### src/rtl/sn2f_pkg.sv
// Shared types, constants and helpers for the fractal 2D simplex noise block.
// No dependencies; sn2f_front, sn2f_back and the top level import this package.
package sn2f_pkg;

  // Default values of the top-level parameters
  localparam int MAX_OCTAVES_DEF     = 8;
  localparam int COORD_FRAC_BITS_DEF = 16;

  // Fixed field widths
  localparam int COORD_W   = 32;
  localparam int OUT_W     = 18;
  localparam int OCT_CFG_W = 4;
  localparam int PERS_W    = 16;

  // Permutation table
  localparam int PERM_DEPTH = 256;
  localparam int PERM_W     = 8;

  // Shuffle generator
  localparam logic [31:0] LCG_MUL  = 32'd1103515245;
  localparam logic [31:0] LCG_INC  = 32'd12345;
  localparam logic [31:0] LCG_MASK = 32'h7FFF_FFFF;

  // Simplex constants, Q1.16 (NOISE_SCALE is a plain integer)
  localparam int SKEW_Q16    = 23987;
  localparam int UNSKEW_Q16  = 13849;
  localparam int ONE_Q16     = 65536;
  localparam int HALF_Q16    = 32768;
  localparam int NOISE_SCALE = 70;
  localparam int AMP_INIT    = 65536;

  // Output saturation
  localparam int OUT_MAX     = 131071;
  localparam int OUT_MIN_MAG = 131072;

  // Configuration registers
  localparam int REG_IDX_W = 1;
  localparam logic [REG_IDX_W-1:0] REG_OCTAVE_COUNT = 1'd0;
  localparam logic [REG_IDX_W-1:0] REG_PERSISTENCE  = 1'd1;

  // Register reset values
  localparam logic [OCT_CFG_W-1:0] OCTAVE_COUNT_RST = 4'd4;
  localparam logic [PERS_W-1:0]    PERSISTENCE_RST  = 16'd32768;

  // Queue between front and back
  localparam int QUEUE_DEPTH = 2;

  typedef enum logic {
    OP_RESEED = 1'b0,
    OP_SAMPLE = 1'b1
  } op_t;

  // Classified item: arg_a is the seed for a reseed, x for a sample
  typedef struct packed {
    op_t                op;
    logic [COORD_W-1:0] arg_a;
    logic [COORD_W-1:0] arg_b;
  } item_t;

  // Corner gradient from the low three hash bits
  function automatic logic signed [18:0] grad_of(input logic [2:0] h,
                                                 input logic signed [17:0] dx,
                                                 input logic signed [17:0] dy);
    logic signed [18:0] u;
    logic signed [18:0] v;
    logic signed [18:0] a;
    logic signed [18:0] b;
    u = h[2] ? 19'(dy) : 19'(dx);
    v = h[2] ? 19'(dx) : 19'(dy);
    a = h[0] ? -u : u;
    b = h[1] ? -v : v;
    return a + b;
  endfunction

endpackage

### src/rtl/sn2f_front.sv
// Front end: accepts request items, classifies them and queues them.
// Depends on sn2f_pkg.
module sn2f_front
  import sn2f_pkg::*;
(
  input  logic               clk,
  input  logic               rst,
  input  logic               req_valid,
  output logic               req_stall,
  input  logic               op,
  input  logic [COORD_W-1:0] seed,
  input  logic [COORD_W-1:0] x_coord,
  input  logic [COORD_W-1:0] y_coord,
  output item_t              item,
  output logic               item_valid,
  input  logic               item_pop
);

  localparam int PTR_W = $clog2(QUEUE_DEPTH);
  localparam int CNT_W = $clog2(QUEUE_DEPTH + 1);

  item_t            slot [QUEUE_DEPTH];
  item_t            new_item;
  logic [PTR_W-1:0] wr_ptr;
  logic [PTR_W-1:0] rd_ptr;
  logic [CNT_W-1:0] count;
  logic             push;

  assign req_stall  = (count == CNT_W'(QUEUE_DEPTH));
  assign push       = req_valid && !req_stall;
  assign item_valid = (count != '0);
  assign item       = slot[rd_ptr];

  // Classify: keep only the operands the operation needs
  always_comb begin
    new_item.op = op_t'(op);
    if (op_t'(op) == OP_SAMPLE) begin
      new_item.arg_a = x_coord;
      new_item.arg_b = y_coord;
    end else begin
      new_item.arg_a = seed;
      new_item.arg_b = '0;
    end
  end

  // Queue pointers and fill level
  always_ff @(posedge clk) begin
    if (rst) begin
      wr_ptr <= '0;
      rd_ptr <= '0;
      count  <= '0;
    end else begin
      if (push) begin
        wr_ptr <= (wr_ptr == PTR_W'(QUEUE_DEPTH - 1)) ? '0 : wr_ptr + PTR_W'(1);
      end
      if (item_pop) begin
        rd_ptr <= (rd_ptr == PTR_W'(QUEUE_DEPTH - 1)) ? '0 : rd_ptr + PTR_W'(1);
      end
      if (push && !item_pop) begin
        count <= count + CNT_W'(1);
      end else if (!push && item_pop) begin
        count <= count - CNT_W'(1);
      end
    end
  end

  // Queue storage
  always_ff @(posedge clk) begin
    if (push) begin
      slot[wr_ptr] <= new_item;
    end
  end

endmodule

### config.mk
export PLATFORM = sky130hd
export DESIGN_NAME = sn2f_front
export DESIGN_NICKNAME = d
export VERILOG_FILES = /design/src/rtl/sn2f_pkg.sv /design/src/rtl/sn2f_front.sv
export SDC_FILE = /design/constraint.sdc
export NUM_CORES = 1
export LEC_CHECK = 0
export ABC_CLOCK_PERIOD_IN_PS = 6200
export BUFFER_PORTS_ARGS = -buffer_cell sky130_fd_sc_hd__buf_2
export CAP_MARGIN = 20
export CORE_ASPECT_RATIO = 1.25
export CORE_UTILIZATION = 55
export DETAILED_ROUTE_END_ITERATION = 8
export PLACE_DENSITY = 0.91
export SETUP_SLACK_MARGIN = 0.2
export SLEW_MARGIN = 20
export SYNTH_ARGS = -nofsm -noshare
export SYNTH_HDL_FRONTEND = slang
export SYNTH_SLANG_ARGS = --single-unit
### constraint.sdc
create_clock -name clk -period 6.2 [get_ports clk]
set_input_delay 0.31 -clock clk [delete_from_list [all_inputs] [get_ports clk]]
set_output_delay 0.31 -clock clk [all_outputs]
set_load 0.02 [all_outputs]
==> results.txt <==
- Initial antenna violation count: 0
- Per report_power, the clock group accounts for a little under two fifths of the total.
- In the post-synthesis netlist, the biggest area contributors are sky130_fd_sc_hd__edfxtp_1 (71%), sky130_fd_sc_hd__mux2_2 (20%), sky130_fd_sc_hd__and2_1 (3.7%).
- Combinational logic is responsible for 16.0% of the overall power.
- The final layout contains approximately 580 nets.
- Number of clock buffers inserted by TritonCTS: 17
* Reg-to-reg critical path startpoint: count[1]
* Sinks on Clock Net: roughly 140
- In the final routed layout, each cell accounts on average for ~17 um.
- Synthesis produced a netlist whose cell count is slightly below 300.
- Synthesized cell area: ~5500 um^2
* Inserted Diodes: 0
* Finish-stage setup viols: 0
- Number of max-capacitance violations reported: 0
- The filler cells instantiated in the layout total roughly 640.
* Number of buffers added for setup after CTS: 0
- Pre-antenna DRT Iters: 4
* Crit start category: flip-flop
- Before CTS, the worst setup slack after placement is 3970 ps.
- Die width: between 90 and 100 um
* Clock input transition at the sequential cells of the worst setup and hold paths: roughly 60 ps
- Max Clk Rate: ~380 MHz
- In this run the power spent charging and discharging nets is a little over 0.6 mW.
- For this run, the slowest stage of the critical path takes about 780 ps.
* CTS Hold Buffers Added: 0
* Startpoint of the most critical hold path: rst
- Total wire length after detailed routing: between 10 and 15 mm
- Proportion of netlist area held by the largest area contributor: 70.7%
- The final critical path takes up between 40% and 50% of the cycle.
- The number of nets in the synthesized netlist is 400.
* Chip Height: between 100 and 150 um
- Number of gates resized after CTS: 0
- Critical Path End Type: primary output
- Dividing the detail-routed via count by the number of cells gives between 5 and 6.
- The number of global-route vias before repair was 3303.
- Post-detailed-route count of antenna-violating nets: 0
- The congestion estimate from routability-driven global placement came to approximately 0.73.
- Clock tree from TritonCTS: built
* Critical-path cell with the highest stage delay: sky130_fd_sc_hd__dfxtp_2
- In this run, the number of DRC markers left after iteration 0 of detailed routing was ~210.
- The min-delay analysis places its worst path in the category in -> reg.
* Overall power after layout: ~2.4 mW
- Setup TNS after final layout: 0 ps
- In this run the number of H-tree levels came out at 4.
- Total number of placement rows: 40
- In this run the worst path has a maximum fanout of 37.
- Max Buffers Root-to-Sink: 2
- Run status: finished, final reports clean
- The count of buffers added on input and output ports is around 170.
- Cell-internal power: around 1.8 mW
- Clk Latency, worst-skew pair: 410 ps
- Counting instances, the worst hold path has a depth of 2.
- On the final layout, the worst clock skew is about 8.0 ps.
- The largest total area in the synthesized netlist belongs to sky130_fd_sc_hd__edfxtp_1.
- After legalization and detailed placement, the total HPWL measured around 6.6 mm.
- Synthesis instantiated 18 different standard cells from the library.
- The routed layout has between 3000 and 4000 vias.
- Hold Violations, Final: 0
* Root Driver: sky130_fd_sc_hd__clkbuf_16
* Total routing usage reported by global routing: about a fifth
* Synthesis Warnings: 0
- Flop2flop setup slack: between 4000 and 5000 ps
- Once the floorplan was initialized, standard cells occupied between 50% and 60% of the core.
- Post-synthesis to final-layout area growth: 26.4%
- The floorplan step defined a die boundary enclosing ~10000 um^2.
- Critical setup path kind: reg -> out
- STA puts the critical path data arrival time at around 2400 ps.
- Number of max-slew violations in the final report: 0
- DRC violations left: 0
* Residual overflow from global routing: 0
* Leading cell type in the layout, fill and taps excluded: sky130_fd_sc_hd__buf_2
- Once layout is complete, the utilization of the core stands at 71.9%.
- Of the total power, the share spent switching nets is approximately a quarter.
- After layout, the minimum clock period comes to about 2700 ps.
* Sequential fraction of the synthesis area: between 70% and 80%
* Critical register-to-register path endpoint: slot[0][22]
* Worst setup margin: between 3000 and 4000 ps
- Averaged over all synthesized cells, the footprint is about 19 um^2.
- IR drop worst, VDD: about 250 uV
- Area of the core: 9710 um^2
* Transition at the pin with the smallest max-transition slack: roughly 900 ps
- Entering global routing, the biggest net connects 67 pins.
* Post-synthesis register bit count: approximately 140
* Commonest non-fill, non-tap cells in the layout: sky130_fd_sc_hd__buf_2 (166), sky130_fd_sc_hd__edfxtp_1 (130), sky130_fd_sc_hd__mux2_2 (97), sky130_fd_sc_hd__and2_1 (32), sky130_fd_sc_hd__clkbuf_16 (17)
* Power Density: between 300 and 400 nW/um^2
* Static Leak: roughly 2.7 nW
- Counting cells, the worst reg-to-reg path comes to 4.
- Count of pins on the block boundary: 168
- After routing the design area is between 6000 and 7000 um^2.
* Cell-by-cell listing of the critical path: buf_4 -> mux2_2 -> buf_2
* Required time worst endpoint: approximately 6000 ps
* Wire length of the first global-routing pass: 15.5 mm
- Of the cells placed in the final design, the portion with a size suffix greater than 1 is between 60% and 70%.
* Setup repair after global routing missed its margin: no
- After detailed placement, the total cell area comes to between 6000 and 7000 um^2.
- Of the total power, registers draw a little under half.
- Worst slew margin relative to its limit: 41.7%
-- how the worst max path moves through the flow --
stage,from,endpoint,cells after the start
final,flip-flop,item[41],3
after global routing,flip-flop,item[42],3
after global placement,flip-flop,item[49],3
after detailed placement,flip-flop,item[40],3
after CTS,flip-flop,item[41],3
after floorplan,count[1],slot[1][0],3
-- cells in the mapped netlist --
library cell	number
sky130_fd_sc_hd__inv_1	3
sky130_fd_sc_hd__or2_2	1
sky130_fd_sc_hd__buf_6	5
sky130_fd_sc_hd__nor2b_2	1
sky130_fd_sc_hd__dfxtp_1	5
sky130_fd_sc_hd__clkbuf_1	3
sky130_fd_sc_hd__buf_2	2
sky130_fd_sc_hd__or3_1	2
sky130_fd_sc_hd__nor2_1	4
sky130_fd_sc_hd__mux2_2	97
sky130_fd_sc_hd__edfxtp_1	130
sky130_fd_sc_hd__and2_1	33
sky130_fd_sc_hd__o21ai_0	2
sky130_fd_sc_hd__xnor2_1	1
sky130_fd_sc_hd__ha_1	1
sky130_fd_sc_hd__buf_4	4
sky130_fd_sc_hd__a21oi_1	2
sky130_fd_sc_hd__xor2_1	2
-- critical path: cells and delay by family (launching register included) --
| family | cells | cell delay [ps] |
|---|---|---|
| buffers and inverters | 2 | 690 |
| DFF | 1 | 780 |
| muxes | 1 | 410 |
-- logic make-up after synthesis --
logic type | Yosys count | share of synthesized area [%]
flip-flops | 135 | 72.5
multiplexers | 97 | 19.8
AND/OR/NAND/NOR | 41 | 4.51
buffers and inverters | 17 | 2.15
AO/OA/AOI/OAI | 4 | 0.362
XOR/XNOR | 3 | 0.476
adder cells (fa/ha/maj) | 1 | 0.227
-- area by class of cell --
cell class | count | area, um^2 | share of cell area, %
repair buffers | 170 | 861 | 12.3
flip-flops and latches | 135 | 4010 | 57.4
clock buffers | 20 | 437 | 6.26
clock inverters | 12 | 106 | 1.52
inverters | 3 | 11.3 | 0.161
well taps | 126 | 158 | 2.26
multi-input cells | 146 | 1400 | 20.1
-- metrics by stage --
step / instances / hold slack, ps
floorplan: 298 / 379
global placement: 580 / 468
detailed placement: 580 / 497
CTS: 612 / 114
global route: 612 / 123
finish: 612 / 132
-- power groups by stage --
stage / combinational, mW / clock (mW) / sequential (mW)
after floorplan: 0.274 / 0 / 1.15
after global placement: 0.386 / 0 / 1.16
after detailed placement: 0.394 / 0 / 1.17
after CTS: 0.397 / 0.916 / 1.15
after global routing: 0.418 / 0.955 / 1.16
final: 0.391 / 0.902 / 1.15
-- layer usage --
| layer | GRT usage (%) | part of all wire, % | vias to the layer above |
|---|---|---|---|
| li1 | - | - | 1484 |
| met1 | 20.7 | 35 | 1560 |
| met2 | 37.0 | 57 | 112 |
| met3 | 5.20 | 4.5 | 23 |
| met4 | 10.2 | 2.7 | 0 |
| met5 | 0 | 0 | - |
-- registers in the layout, indices dropped and copies added, names as in the netlist, named ones only --
signal,flops
count,2
slot,130
rd_ptr,1
wr_ptr,1
(Power assumes the default switching activity.)
